===== src/sv/owm_pkg.sv =====
// ----------------------------------------------------------------------------
// owm_pkg
// Shared types and constants of the single-wire bus master.
// ----------------------------------------------------------------------------
`default_nettype none

package owm_pkg;

    localparam int TIME_WIDTH_DEF = 10;
    localparam int NUM_REGS       = 7;
    localparam int REG_IDX_W      = 3;
    localparam int BYTE_W         = 8;
    localparam int BIT_IDX_W      = 3;

    // Power-on timing values, in ticks.
    localparam int RESET_LOW_DEF   = 480;
    localparam int PRES_SAMPLE_DEF = 70;
    localparam int RESET_TAIL_DEF  = 410;
    localparam int SHORT_LOW_DEF   = 6;
    localparam int LONG_LOW_DEF    = 60;
    localparam int READ_SAMPLE_DEF = 15;
    localparam int SLOT_DEF        = 70;

    localparam logic [BIT_IDX_W-1:0] BIT_LAST = BIT_IDX_W'(BYTE_W - 1);

    typedef enum logic [1:0] {
        OP_TICK  = 2'd0,
        OP_RESET = 2'd1,
        OP_WRITE = 2'd2,
        OP_READ  = 2'd3
    } op_t;

    typedef enum logic [2:0] {
        PH_IDLE     = 3'd0,
        PH_RST_LOW  = 3'd1,
        PH_RST_WAIT = 3'd2,
        PH_RST_TAIL = 3'd3,
        PH_SLOT     = 3'd4
    } phase_t;

    typedef enum logic [REG_IDX_W-1:0] {
        REG_RESET_LOW   = 3'd0,
        REG_PRES_SAMPLE = 3'd1,
        REG_RESET_TAIL  = 3'd2,
        REG_SHORT_LOW   = 3'd3,
        REG_LONG_LOW    = 3'd4,
        REG_READ_SAMPLE = 3'd5,
        REG_SLOT        = 3'd6
    } reg_idx_t;

endpackage

`default_nettype wire


===== src/sv/owm_if.sv =====
// ----------------------------------------------------------------------------
// owm_if
// Command and result channels of the single-wire bus master.
// ----------------------------------------------------------------------------
`default_nettype none

interface owm_cmd_if;
    import owm_pkg::*;

    logic                valid;
    logic                ready;
    logic [1:0]          func;
    logic [BYTE_W-1:0]   data;
    logic                line_in;

    modport source (output valid, output func, output data, output line_in, input ready);
    modport sink   (input valid, input func, input data, input line_in, output ready);
endinterface

interface owm_rsp_if;
    import owm_pkg::*;

    logic                valid;
    logic                ready;
    logic                line_low;
    logic                busy_res;
    logic                done_res;
    logic                presence;
    logic [BYTE_W-1:0]   read_data;
    logic                rejected;

    modport source (output valid, output line_low, output busy_res, output done_res,
                    output presence, output read_data, output rejected, input ready);
    modport sink   (input valid, input line_low, input busy_res, input done_res,
                    input presence, input read_data, input rejected, output ready);
endinterface

`default_nettype wire


===== src/sv/owm_cfg.sv =====
// ----------------------------------------------------------------------------
// owm_cfg
// Timing register file with the clamped limits used by the sequencer.
// ----------------------------------------------------------------------------
`default_nettype none

module owm_cfg #(
    parameter int TIME_WIDTH = owm_pkg::TIME_WIDTH_DEF
) (
    input  wire logic                           clk,
    input  wire logic                           rst_n,
    input  wire logic                           cfg_we,
    input  wire logic [owm_pkg::REG_IDX_W-1:0]  cfg_index,
    input  wire logic [TIME_WIDTH-1:0]          cfg_data,
    output logic      [TIME_WIDTH-1:0]          lim_rst_low,
    output logic      [TIME_WIDTH-1:0]          lim_rst_wait,
    output logic      [TIME_WIDTH-1:0]          lim_rst_tail,
    output logic      [TIME_WIDTH-1:0]          low_short,
    output logic      [TIME_WIDTH-1:0]          low_long,
    output logic      [TIME_WIDTH-1:0]          sample_at,
    output logic      [TIME_WIDTH-1:0]          slot_last
);
    import owm_pkg::*;

    localparam logic [TIME_WIDTH-1:0] ONE = TIME_WIDTH'(1);
    localparam logic [TIME_WIDTH-1:0] TWO = TIME_WIDTH'(2);

    logic [TIME_WIDTH-1:0] rst_low_reg;
    logic [TIME_WIDTH-1:0] pres_sample_reg;
    logic [TIME_WIDTH-1:0] rst_tail_reg;
    logic [TIME_WIDTH-1:0] short_low_reg;
    logic [TIME_WIDTH-1:0] long_low_reg;
    logic [TIME_WIDTH-1:0] read_sample_reg;
    logic [TIME_WIDTH-1:0] slot_reg;
    logic [TIME_WIDTH-1:0] slot_eff;
    logic [TIME_WIDTH-1:0] sample_eff;

    always_ff @(posedge clk or negedge rst_n)
    begin
        if (!rst_n)
        begin
            rst_low_reg     <= TIME_WIDTH'(RESET_LOW_DEF);
            pres_sample_reg <= TIME_WIDTH'(PRES_SAMPLE_DEF);
            rst_tail_reg    <= TIME_WIDTH'(RESET_TAIL_DEF);
            short_low_reg   <= TIME_WIDTH'(SHORT_LOW_DEF);
            long_low_reg    <= TIME_WIDTH'(LONG_LOW_DEF);
            read_sample_reg <= TIME_WIDTH'(READ_SAMPLE_DEF);
            slot_reg        <= TIME_WIDTH'(SLOT_DEF);
        end
        else if (cfg_we)
        begin
            unique case (reg_idx_t'(cfg_index))
                REG_RESET_LOW:   rst_low_reg     <= cfg_data;
                REG_PRES_SAMPLE: pres_sample_reg <= cfg_data;
                REG_RESET_TAIL:  rst_tail_reg    <= cfg_data;
                REG_SHORT_LOW:   short_low_reg   <= cfg_data;
                REG_LONG_LOW:    long_low_reg    <= cfg_data;
                REG_READ_SAMPLE: read_sample_reg <= cfg_data;
                REG_SLOT:        slot_reg        <= cfg_data;
                default:         ;
            endcase
        end
    end

    // A zero time counts as one tick; the slot is at least two ticks long.
    assign lim_rst_low  = (rst_low_reg == '0)     ? '0 : rst_low_reg - ONE;
    assign lim_rst_wait = (pres_sample_reg == '0) ? '0 : pres_sample_reg - ONE;
    assign lim_rst_tail = (rst_tail_reg == '0)    ? '0 : rst_tail_reg - ONE;
    assign low_short    = (short_low_reg == '0)   ? ONE : short_low_reg;
    assign low_long     = (long_low_reg == '0)    ? ONE : long_low_reg;
    assign slot_eff     = (slot_reg < TWO)        ? TWO : slot_reg;
    assign slot_last    = slot_eff - ONE;
    assign sample_eff   = (read_sample_reg == '0) ? ONE : read_sample_reg;

    // A sample point past the slot end falls on the last tick of the slot.
    assign sample_at    = (sample_eff > slot_last) ? slot_last : sample_eff;

endmodule

`default_nettype wire


===== src/sv/one_wire_bus_master.sv =====
// Result: registered, and presented in the cycle after its command beat is accepted.
// Throughput: one beat per cycle; the result register and the bus state update
// in the same cycle, so a new beat is taken whenever the result slot is free or
// being drained. Reset: sequencer idle, presence and read byte cleared, timing
// registers at their power-on values, no result pending.
// ----------------------------------------------------------------------------
// one_wire_bus_master
// Tick-driven single-wire bus master for reset/presence, byte write and read.
// ----------------------------------------------------------------------------
`default_nettype none

module one_wire_bus_master #(
    parameter int TIME_WIDTH = owm_pkg::TIME_WIDTH_DEF
) (
    input  wire logic                           clk,
    input  wire logic                           rst_n,
    owm_cmd_if.sink                             cmd,
    owm_rsp_if.source                           rsp,
    input  wire logic                           cfg_we,
    input  wire logic [owm_pkg::REG_IDX_W-1:0]  cfg_index,
    input  wire logic [TIME_WIDTH-1:0]          cfg_data
);
    import owm_pkg::*;

    logic [TIME_WIDTH-1:0] lim_rst_low;
    logic [TIME_WIDTH-1:0] lim_rst_wait;
    logic [TIME_WIDTH-1:0] lim_rst_tail;
    logic [TIME_WIDTH-1:0] low_short;
    logic [TIME_WIDTH-1:0] low_long;
    logic [TIME_WIDTH-1:0] sample_at;
    logic [TIME_WIDTH-1:0] slot_last;

    owm_cfg #(
        .TIME_WIDTH (TIME_WIDTH)
    ) u_cfg (
        .clk          (clk),
        .rst_n        (rst_n),
        .cfg_we       (cfg_we),
        .cfg_index    (cfg_index),
        .cfg_data     (cfg_data),
        .lim_rst_low  (lim_rst_low),
        .lim_rst_wait (lim_rst_wait),
        .lim_rst_tail (lim_rst_tail),
        .low_short    (low_short),
        .low_long     (low_long),
        .sample_at    (sample_at),
        .slot_last    (slot_last)
    );

    // Sequencer state.
    phase_t                 phase_reg,    phase_next;
    op_t                    op_reg,       op_next;
    logic [BYTE_W-1:0]      shift_reg,    shift_next;
    logic [BIT_IDX_W-1:0]   bit_reg,      bit_next;
    logic [TIME_WIDTH-1:0]  time_reg,     time_next;
    logic                   presence_reg, presence_next;
    logic [BYTE_W-1:0]      last_read_reg, last_read_next;

    // Result register.
    logic                   rsp_valid_reg;
    logic                   line_low_reg, line_low_next;
    logic                   busy_reg,     busy_next;
    logic                   done_reg,     done_next;
    logic                   rejected_reg, rejected_next;

    logic                   accept;
    logic                   start;
    phase_t                 cur_phase;
    op_t                    cur_op;
    logic [BYTE_W-1:0]      cur_shift;
    logic [BIT_IDX_W-1:0]   cur_bit;
    logic [TIME_WIDTH-1:0]  cur_time;
    logic [TIME_WIDTH-1:0]  time_inc;
    logic [TIME_WIDTH-1:0]  low_time;
    logic [BYTE_W-1:0]      shift_sampled;
    logic                   do_sample;
    logic                   slot_end;

    assign cmd.ready = !rsp_valid_reg || rsp.ready;
    assign accept    = cmd.valid && cmd.ready;

    // A command taken while idle is processed as its own first tick.
    assign start     = (phase_reg == PH_IDLE) && (op_t'(cmd.func) != OP_TICK);
    assign cur_op    = start ? op_t'(cmd.func) : op_reg;
    assign cur_time  = start ? '0 : time_reg;
    assign cur_bit   = start ? '0 : bit_reg;
    assign time_inc  = cur_time + 1'b1;

    always_comb
    begin
        if (!start)
            cur_phase = phase_reg;
        else if (op_t'(cmd.func) == OP_RESET)
            cur_phase = PH_RST_LOW;
        else
            cur_phase = PH_SLOT;
    end

    always_comb
    begin
        if (!start)
            cur_shift = shift_reg;
        else if (op_t'(cmd.func) == OP_WRITE)
            cur_shift = cmd.data;
        else
            cur_shift = '0;
    end

    assign low_time      = (cur_op == OP_WRITE && !cur_shift[0]) ? low_long : low_short;
    assign do_sample     = (cur_op == OP_READ) && (cur_time == sample_at);
    assign shift_sampled = do_sample ? {cmd.line_in, cur_shift[BYTE_W-1:1]} : cur_shift;
    assign slot_end      = (cur_time >= slot_last);

    // Next state of the sequencer.
    always_comb
    begin
        phase_next     = cur_phase;
        op_next        = cur_op;
        shift_next     = cur_shift;
        bit_next       = cur_bit;
        time_next      = time_inc;
        presence_next  = presence_reg;
        last_read_next = last_read_reg;
        unique case (cur_phase)
            PH_IDLE:
            begin
                time_next = time_reg;
            end
            PH_RST_LOW:
            begin
                if (cur_time >= lim_rst_low)
                begin
                    phase_next = PH_RST_WAIT;
                    time_next  = '0;
                end
            end
            PH_RST_WAIT:
            begin
                if (cur_time >= lim_rst_wait)
                begin
                    phase_next = PH_RST_TAIL;
                    time_next  = '0;
                end
            end
            PH_RST_TAIL:
            begin
                // The bus is sampled on the first tail tick; low means a device answered.
                if (cur_time == '0)
                    presence_next = !cmd.line_in;
                if (cur_time >= lim_rst_tail)
                begin
                    phase_next = PH_IDLE;
                    time_next  = '0;
                end
            end
            PH_SLOT:
            begin
                shift_next = shift_sampled;
                if (slot_end)
                begin
                    if (cur_op == OP_WRITE)
                        shift_next = {1'b0, shift_sampled[BYTE_W-1:1]};
                    if (cur_bit == BIT_LAST)
                    begin
                        if (cur_op == OP_READ)
                            last_read_next = shift_sampled;
                        phase_next = PH_IDLE;
                    end
                    bit_next  = cur_bit + 1'b1;
                    time_next = '0;
                end
            end
            default:
            begin
                phase_next = PH_IDLE;
            end
        endcase
    end

    // Result of this tick.
    always_comb
    begin
        line_low_next = 1'b0;
        done_next     = 1'b0;
        busy_next     = (cur_phase != PH_IDLE);
        rejected_next = (phase_reg != PH_IDLE) && (op_t'(cmd.func) != OP_TICK);
        unique case (cur_phase)
            PH_IDLE:     ;
            PH_RST_LOW:  line_low_next = 1'b1;
            PH_RST_WAIT: ;
            PH_RST_TAIL: done_next = (cur_time >= lim_rst_tail);
            PH_SLOT:
            begin
                line_low_next = (cur_time < low_time);
                done_next     = slot_end && (cur_bit == BIT_LAST);
            end
            default:     ;
        endcase
    end

    always_ff @(posedge clk or negedge rst_n)
    begin
        if (!rst_n)
        begin
            phase_reg     <= PH_IDLE;
            op_reg        <= OP_TICK;
            shift_reg     <= '0;
            bit_reg       <= '0;
            time_reg      <= '0;
            presence_reg  <= 1'b0;
            last_read_reg <= '0;
        end
        else if (accept)
        begin
            phase_reg     <= phase_next;
            op_reg        <= op_next;
            shift_reg     <= shift_next;
            bit_reg       <= bit_next;
            time_reg      <= time_next;
            presence_reg  <= presence_next;
            last_read_reg <= last_read_next;
        end
    end

    always_ff @(posedge clk or negedge rst_n)
    begin
        if (!rst_n)
            rsp_valid_reg <= 1'b0;
        else if (accept)
            rsp_valid_reg <= 1'b1;
        else if (rsp.ready)
            rsp_valid_reg <= 1'b0;
    end

    always_ff @(posedge clk)
    begin
        if (accept)
        begin
            line_low_reg <= line_low_next;
            busy_reg     <= busy_next;
            done_reg     <= done_next;
            rejected_reg <= rejected_next;
        end
    end

    // The held status only changes when a new beat loads the result register,
    // so it is driven straight from the sequencer state.
    assign rsp.valid     = rsp_valid_reg;
    assign rsp.line_low  = line_low_reg;
    assign rsp.busy_res  = busy_reg;
    assign rsp.done_res  = done_reg;
    assign rsp.presence  = presence_reg;
    assign rsp.read_data = last_read_reg;
    assign rsp.rejected  = rejected_reg;

endmodule

`default_nettype wire

===== src/flat_wrapper.sv =====
// flat-port wrapper written by rule: the top's interface ports become plain ports
module one_wire_bus_master_flat import owm_pkg::*;
#(
    parameter int TIME_WIDTH = owm_pkg::TIME_WIDTH_DEF
)
  (clk, rst_n, cfg_we, cfg_index, cfg_data, cmd_valid, cmd_func, cmd_data, cmd_line_in, cmd_ready, rsp_valid, rsp_line_low, rsp_busy_res, rsp_done_res, rsp_presence, rsp_read_data, rsp_rejected, rsp_ready);
  owm_cmd_if cmd_i ();
  owm_rsp_if rsp_i ();
  input  wire logic clk;
  input  wire logic rst_n;
  input  wire logic cfg_we;
  input  wire logic [owm_pkg::REG_IDX_W-1:0] cfg_index;
  input  wire logic [TIME_WIDTH-1:0] cfg_data;
  input wire logic [$bits(cmd_i.valid)-1:0] cmd_valid;
  input wire logic [$bits(cmd_i.func)-1:0] cmd_func;
  input wire logic [$bits(cmd_i.data)-1:0] cmd_data;
  input wire logic [$bits(cmd_i.line_in)-1:0] cmd_line_in;
  output wire logic [$bits(cmd_i.ready)-1:0] cmd_ready;
  output wire logic [$bits(rsp_i.valid)-1:0] rsp_valid;
  output wire logic [$bits(rsp_i.line_low)-1:0] rsp_line_low;
  output wire logic [$bits(rsp_i.busy_res)-1:0] rsp_busy_res;
  output wire logic [$bits(rsp_i.done_res)-1:0] rsp_done_res;
  output wire logic [$bits(rsp_i.presence)-1:0] rsp_presence;
  output wire logic [$bits(rsp_i.read_data)-1:0] rsp_read_data;
  output wire logic [$bits(rsp_i.rejected)-1:0] rsp_rejected;
  input wire logic [$bits(rsp_i.ready)-1:0] rsp_ready;
  assign cmd_i.valid = cmd_valid;
  assign cmd_i.func = cmd_func;
  assign cmd_i.data = cmd_data;
  assign cmd_i.line_in = cmd_line_in;
  assign cmd_ready = cmd_i.ready;
  assign rsp_valid = rsp_i.valid;
  assign rsp_line_low = rsp_i.line_low;
  assign rsp_busy_res = rsp_i.busy_res;
  assign rsp_done_res = rsp_i.done_res;
  assign rsp_presence = rsp_i.presence;
  assign rsp_read_data = rsp_i.read_data;
  assign rsp_rejected = rsp_i.rejected;
  assign rsp_i.ready = rsp_ready;
  one_wire_bus_master #(.TIME_WIDTH(TIME_WIDTH)) u_core (.clk(clk), .rst_n(rst_n), .cmd(cmd_i), .rsp(rsp_i), .cfg_we(cfg_we), .cfg_index(cfg_index), .cfg_data(cfg_data));
endmodule

===== config.mk =====
export PLATFORM = sky130hd
export DESIGN_NAME = one_wire_bus_master_flat
export DESIGN_NICKNAME = d
export VERILOG_FILES = /design/src/sv/owm_pkg.sv /design/src/sv/owm_if.sv /design/src/sv/owm_cfg.sv /design/src/sv/one_wire_bus_master.sv /design/src/flat_wrapper.sv
export SDC_FILE = /design/constraint.sdc
export NUM_CORES = 1
export LEC_CHECK = 0
export BUFFER_PORTS_ARGS = -buffer_cell sky130_fd_sc_hd__buf_2
export CORE_UTILIZATION = 30
export CTS_BUF_LIST = sky130_fd_sc_hd__clkbuf_4 sky130_fd_sc_hd__clkbuf_8
export DETAILED_ROUTE_END_ITERATION = 12
export PLACE_DENSITY = 0.5
export RECOVER_POWER = 50
export SYNTH_ARGS = -nofsm -noshare
export SYNTH_HDL_FRONTEND = slang
export SYNTH_HIERARCHICAL = 1
export SYNTH_SLANG_ARGS = --single-unit

===== constraint.sdc =====
create_clock -name clk -period 16.9 [get_ports clk]
set_input_delay 0.845 -clock clk [delete_from_list [all_inputs] [get_ports clk]]
set_output_delay 0.845 -clock clk [all_outputs]
set_load 0.01 [all_outputs]

# Yosys cells after proc, flatten, opt, wreduce, memory -nomap -nowiden
# Cells that the tools add are included.
# Widths: inputs -> output; s select.
# totals
regBits	110
wordCells	120
# classes
n_addsub	6
order_cmp	7
n_eq_ne	16
mux	37
bitwise_logic	1
reduce_logical	34
# ops
cell	count
$mux 10	14
$logic_not 10->1	7
$pmux 10 s5	1
$mux 8	6
$ge 10x10->1	4
$sub 10x1->10 const B	4
$mux 3	10
$reduce_and 2->1	8
$eq 3x3->1 const B	5
$pmux 3 s5	1
$eq 3x2->1 const B	4
$add 10x1->10 const B	1
$eq 10x10->1	1
$gt 10x10->1	1
$lt 10x10->1	1
$lt 10x2->1 const B	1
$logic_not 3->1	3
$eq 2x2->1 const B	3
$eq 3x1->1 const B	2
$logic_and 1x1->1	6
$reduce_bool 3->1	2
$reduce_and 5->1	1
$pmux 1 s2	2
$reduce_bool 2->1	2
8 further kinds	11

# Depth between registers and ports, before layout
# depth
depth_word	11
mapped_depth	25

# Modules after synthesis
# Netlist, hierarchy kept.
# modules_own_cells
module	n_inst	cells_each	area_per_inst_um2
owm_cfg	1	376	3997.6
one_wire_bus_master	1	447	3821.2

# Least setup slack after synthesis
# OpenSTA, ideal clock, no wires.
# synth_path
path_kind	register to register
start	register u_core.u_cfg.slot_reg[5]
end	register u_core.shift_reg[0]
setup_ps	75
t_arrival_ps	5773
slack_ps	11051
stages_incl_launch_ff	25
n_path_buf	0
cell_sequence	dfrtp_1 or4_4 nor3_2 nor4b_1 nor2b_1 inv_1 ha_1 nand2b_1 nor3_1 nand2_1 xnor2_1 inv_1 ha_1 nand4_1 nor2b_1 and3_1 o2bb2ai_2 mux2_2 or4_1 o41ai_1 nand4_1 nor4_4 o21ai_2 mux2_2 o21ai_2
# synth_via
elab_chain_len	11
# synth_lines
element	line_no	rtl
from (decl)	owm_cfg.sv:34	logic [TIME_WIDTH-1:0] slot_reg;
from (signal assigned)	owm_cfg.sv:48	slot_reg <= TIME_WIDTH'(SLOT_DEF);
from (signal assigned)	owm_cfg.sv:59	REG_SLOT: slot_reg <= cfg_data;
$lt 10x2->1 (*)	owm_cfg.sv:71	assign slot_eff = (slot_reg < TWO) ? TWO : slot_reg;
$mux 10 (*)	owm_cfg.sv:71	
$sub 10x1->10 (*)	owm_cfg.sv:72	assign slot_last = slot_eff - ONE;
named net u_core.slot_last[0]	one_wire_bus_master.sv:31	logic [TIME_WIDTH-1:0] slot_last;
$gt 10x10->1 (*)	owm_cfg.sv:76	assign sample_at = (sample_eff > slot_last) ? slot_last : sample_eff;
$mux 10 (*)	owm_cfg.sv:76	
named net u_core.sample_at[4]	one_wire_bus_master.sv:30	logic [TIME_WIDTH-1:0] sample_at;
$eq 10x10->1 (*)	one_wire_bus_master.sv:110	assign do_sample = (cur_op == OP_READ) && (cur_time == sample_at);
$logic_and 1x1->1 (*)	one_wire_bus_master.sv:110	
$mux 8 (*)	one_wire_bus_master.sv:111	assign shift_sampled = do_sample ? {cmd.line_in, cur_shift[BYTE_W-1:1]} : cur_shift;
$mux 8	one_wire_bus_master.sv:161	if (cur_op == OP_WRITE)
$mux 8 (*)	one_wire_bus_master.sv:159	if (slot_end)
$mux 8 (*)	one_wire_bus_master.sv:124	unique case (cur_phase)
to (signal assigned)	one_wire_bus_master.sv:217	shift_reg <= shift_next;
to (decl)	one_wire_bus_master.sv:53	logic [BYTE_W-1:0] shift_reg, shift_next;
# Mark *: on every way through the listed nets, which the timed path passes. The rest lies on a longest branch.
# A chain may end at the register's enable or synchronous reset.

# Worst setup path after layout
# layout_path
start	register u_core.u_cfg.slot_reg[5]
end	register u_core.shift_reg[4]
# Same word-level chain as after synthesis.

==> impl_metrics.py <==
metrics = {
    "logic_synthesis": {
        "yosys_register_bits": 110,
        "netlist.top_cell.by_area": "sky130_fd_sc_hd__dfrtp_1",
        "syn_nets": 914,
        "postSynthCellCount": 823,
        "synth_area_mm2": 0.007819,
        "ys_dominant_reg_cell": "sky130_fd_sc_hd__dfrtp_1",
        "yosys.area_share.simple_pct": 16.77,
        "syn-mean-instance-area_um2": 9.500,
        "synth_async_sr_flop_share_pct": 96.36,
        "muxShareOfSynthArea_pct": 15.52,
        "synth_top_family_by_area": "simple AND/OR/NAND/NOR gates",
        "synth_edf_count": 4,
        "synth_top_cells_by_area": "sky130_fd_sc_hd__dfrtp_1 (26%), sky130_fd_sc_hd__mux2_2 (13%), sky130_fd_sc_hd__ha_1 (9.9%), sky130_fd_sc_hd__dfstp_2 (8.4%), sky130_fd_sc_hd__inv_1 (3.6%)",
        "synth_cell_type_count": 75,
        "synth_warnings": 6,
        "netlist.area_leader.share_pct": 25.92,
        "synth-compound-area-share_pct": 13.36,
        "ys_top_cells_by_count": "sky130_fd_sc_hd__mux2_2 (90), sky130_fd_sc_hd__dfrtp_1 (81), sky130_fd_sc_hd__inv_1 (74), sky130_fd_sc_hd__nor2_1 (63), sky130_fd_sc_hd__ha_1 (62)",
        "post_synth_fa_ha_maj_area_fraction_pct": 10.05,
        "synthXorXnorAreaFrac_pct": 2.464,
        "synth_sequential_area_ratio_pct": 35.86,
        "yosysMostFrequentCell": "sky130_fd_sc_hd__mux2_2",
    },
    "hold_path": {
        "min-delay-path-class": "register to register",
    },
    "clock_tree": {
        "cts_hold_buffers": 0,
        "cts_root_buf": "sky130_fd_sc_hd__clkbuf_8",
        "cts.clk_slew.worst_paths_ns": 0.13,
        "htreeDepth": 3,
        "tritoncts.num_buffers": 9,
        "post_cts.resized_instances": 0,
        "clock_sinks": 110,
        "tritoncts": "yes",
        "cts_buffer_depth": 2,
        "postCtsSetupRepairBufs": 0,
        "clkLatencyLatePin_ns": 0.40,
    },
    "floorplan": {
        "die_area_mm2": 0.02671,
        "initial_standard_cell_utilization_of_the_core_pct": 30.78,
        "io-pin-count": 44,
        "chipHeight_um": 163.4,
        "design.core.area_mm2": 0.02540,
        "die_w_um": 163.4,
        "fp-row-count": 58,
    },
    "cells_and_area": {
        "finalCoreUtilization_pct": 33.36,
        "antenna_cells": 0,
        "nNetsFinal": 927,
        "fill_cells": 2670,
        "drive_above_1_share_pct": 22.47,
        "area.growth.synth_to_final_pct": 8.385,
    },
    "timing": {
        "hold_slack_ns": 0.4904,
        "report.final.setup_viol": 0,
        "worst_clock_skew_ns": 0.01927,
        "finalHoldViolations": 0,
        "period_share_pct": 39.91,
        "slew_at_the_pin_with_the_worst_max_slew_slack_ns": 3.772,
        "unrepaired_setup_endpoints_after_global_routing": "false",
        "finalSetupTns_ns": 0,
        "achievable-frequency_mhz": 148.3,
        "slew-limit-headroom_pct": -151.5,
        "final-max-slew-violation-count": 109,
        "final.min_clock_period_ns": 6.744,
    },
    "drt": {
        "drt_wl_total_um": 21260,
        "drt_first_iter_violations": 369,
        "ant_nets": 0,
        "drt_first_pass_iters": 4,
        "detail_route.vias_per_cell": 5.173,
        "routed-via-count": 6057,
        "remaining_drc_errors": 0,
        "avgRoutedWirePerCell_um": 18.15,
    },
    "global_route": {
        "grt_first_pass_wirelength_um": 33950,
        "grtUsageTotal_pct": 16.72,
        "grt_pass1_vias": 5906,
        "grt.overflow.total": 0,
        "antenna_found_initial": 1,
        "grt_max_degree": 68,
    },
    "place": {
        "port-buffer-count": 43,
        "dp_hpwl_um": 15600,
        "globalplace.congestion": 0.8380,
    },
    "worst_setup_path": {
        "category_of_the_most_critical_setup_path": "register to register",
        "cp-end-kind": "register",
        "path_max_fanout": 10,
        "critical_path_required_ns": 17.21,
        "worstPathArrival_ns": 7.06,
        "setup.worst_path.start_class": "register",
    },
    "power": {
        "cellPowerDensity_mw_per_mm2": 147.8,
        "worst_ir_drop_vdd_v": 0.00004852,
        "total_leakage_power_nw": 3.660,
    },
    "run": {
        "maxCapViolations": 2,
    },
    "status": {
        "run_status": "finished, violations left",
        "violations": "capacitance limit, slew limit",
    },
}
final timing paths:
check | start | endpoint | slack (ns) | cells after the start
worst max-delay path | u_core/u_cfg/slot_reg[5] | u_core/shift_reg[4] | 10.16 | 24
worst min-delay path | u_core/shift_reg[0] | u_core/shift_reg[0] | 0.49 | 2
worst max register to register | u_core/u_cfg/slot_reg[5] | u_core/shift_reg[4] | 10.16 | 24
worst min register to register | u_core/shift_reg[0] | u_core/shift_reg[0] | 0.49 | 2
max in group asynchronous | rst_n | u_core/u_cfg/rst_low_reg[0] | 11.25 | 2
min in group asynchronous | rst_n | u_core/time_reg[9] | 1.15 | 1
power breakdown:
group	switching [mW]	total, mW	leakage (nW)	internal, mW
registers	0.0748	0.415	1.31	0.340
logic	0.385	0.668	2.25	0.283
clock network	0.107	0.169	0.102	0.0618
total	0.567	1.25	3.66	0.685
cells by family after synthesis:
| logic type | after synthesis |
|---|---|
| AND/OR/NAND/NOR | 246 |
| AO/OA/AOI/OAI | 150 |
| buffers and inverters | 122 |
| multiplexers | 110 |
| flip-flops | 110 |
| adder cells (fa/ha/maj) | 63 |
| XOR/XNOR | 22 |
layer usage:
layer  GRT usage, %  share of wire [%]
met4          4.333                1.5
met1          22.86                 49
met2          27.29                 46
met5              0                  0
met3          2.565                2.8
per-stage QoR:
step	setup slack [ns]	std cells	instance area (um^2)	power [mW]
2_1_floorplan	11.05	823	7819	0.9071
3_3_place_gp	10.31	1155	8318	1.082
3_5_place_dp	10.24	1155	8318	1.086
4_1_cts	10.15	1171	8518	1.261
5_1_grt	9.619	1171	8474	1.365
6_report	10.16	1171	8474	1.253
critical path: stages, from the launching register on:
cell and delay, ns:
sky130_fd_sc_hd__dfrtp_1 0.47, sky130_fd_sc_hd__or4_4 0.52, sky130_fd_sc_hd__nor3_2 0.21, sky130_fd_sc_hd__nor4b_1 0.36
sky130_fd_sc_hd__nor2b_1 0.11, sky130_fd_sc_hd__inv_1 0.11, sky130_fd_sc_hd__ha_1 0.19, sky130_fd_sc_hd__nand2b_1 0.10
sky130_fd_sc_hd__nor3_1 0.18, sky130_fd_sc_hd__nand2_1 0.09, sky130_fd_sc_hd__xnor2_1 0.25, sky130_fd_sc_hd__inv_1 0.08
sky130_fd_sc_hd__ha_1 0.33, sky130_fd_sc_hd__nand4_1 0.13, sky130_fd_sc_hd__nor2b_1 0.17, sky130_fd_sc_hd__a21oi_1 0.10
sky130_fd_sc_hd__o2bb2ai_2 0.45, sky130_fd_sc_hd__mux2_2 0.42, sky130_fd_sc_hd__or4_1 0.52, sky130_fd_sc_hd__o41ai_1 0.26
sky130_fd_sc_hd__nand4_1 0.19, sky130_fd_sc_hd__nor4_4 0.73, sky130_fd_sc_hd__o21ai_2 0.24, sky130_fd_sc_hd__mux2_2 0.33
sky130_fd_sc_hd__o21ai_2 0.10
cell type report:
cell class / count / area [um^2] / share of cell area (%)
Multi-Input combinational cell: 591 / 4543 / 53.61
Sequential cell: 110 / 2804 / 33.09
Tap cell: 330 / 412.9 / 4.872
Inverter: 74 / 277.8 / 3.278
Timing Repair Buffer: 50 / 236.5 / 2.790
Clock buffer: 10 / 137.6 / 1.624
Clock inverter: 6 / 62.56 / 0.7382
layout by cell type (no fill, tap or decap), types with 6 or more instances in the layout:
| cell type | Yosys | routed |
|---|---|---|
| sky130_fd_sc_hd__inv_1 | 74 | 74 |
| sky130_fd_sc_hd__ha_1 | 62 | 62 |
| sky130_fd_sc_hd__clkbuf_8 | 0 | 10 |
| sky130_fd_sc_hd__a22oi_1 | 10 | 10 |
| sky130_fd_sc_hd__a2111oi_0 | 6 | 6 |
| sky130_fd_sc_hd__o21ai_2 | 6 | 6 |
| sky130_fd_sc_hd__nor4_1 | 9 | 9 |
| sky130_fd_sc_hd__nand4_1 | 6 | 6 |
| sky130_fd_sc_hd__nor3_1 | 24 | 26 |
| sky130_fd_sc_hd__nor2b_1 | 7 | 7 |
| sky130_fd_sc_hd__nand2b_1 | 21 | 21 |
| sky130_fd_sc_hd__buf_2 | 1 | 30 |
| sky130_fd_sc_hd__mux2_2 | 90 | 90 |
| sky130_fd_sc_hd__or4_1 | 6 | 6 |
| sky130_fd_sc_hd__a31oi_1 | 9 | 9 |
| sky130_fd_sc_hd__or3_1 | 7 | 7 |
| sky130_fd_sc_hd__nand2_1 | 55 | 55 |
| sky130_fd_sc_hd__o21ai_0 | 35 | 35 |
| sky130_fd_sc_hd__mux2i_1 | 20 | 20 |
| sky130_fd_sc_hd__nor2_1 | 63 | 63 |
| sky130_fd_sc_hd__xnor2_1 | 15 | 15 |
| sky130_fd_sc_hd__xor2_1 | 7 | 7 |
| sky130_fd_sc_hd__o31ai_1 | 7 | 7 |
| sky130_fd_sc_hd__nand3_1 | 14 | 14 |
| sky130_fd_sc_hd__o21a_1 | 8 | 8 |
| sky130_fd_sc_hd__clkbuf_1 | 46 | 17 |
| sky130_fd_sc_hd__dfrtp_1 | 81 | 81 |
| sky130_fd_sc_hd__dfstp_2 | 25 | 25 |
| sky130_fd_sc_hd__a21oi_1 | 19 | 19 |
(Power assumes the default switching activity.)
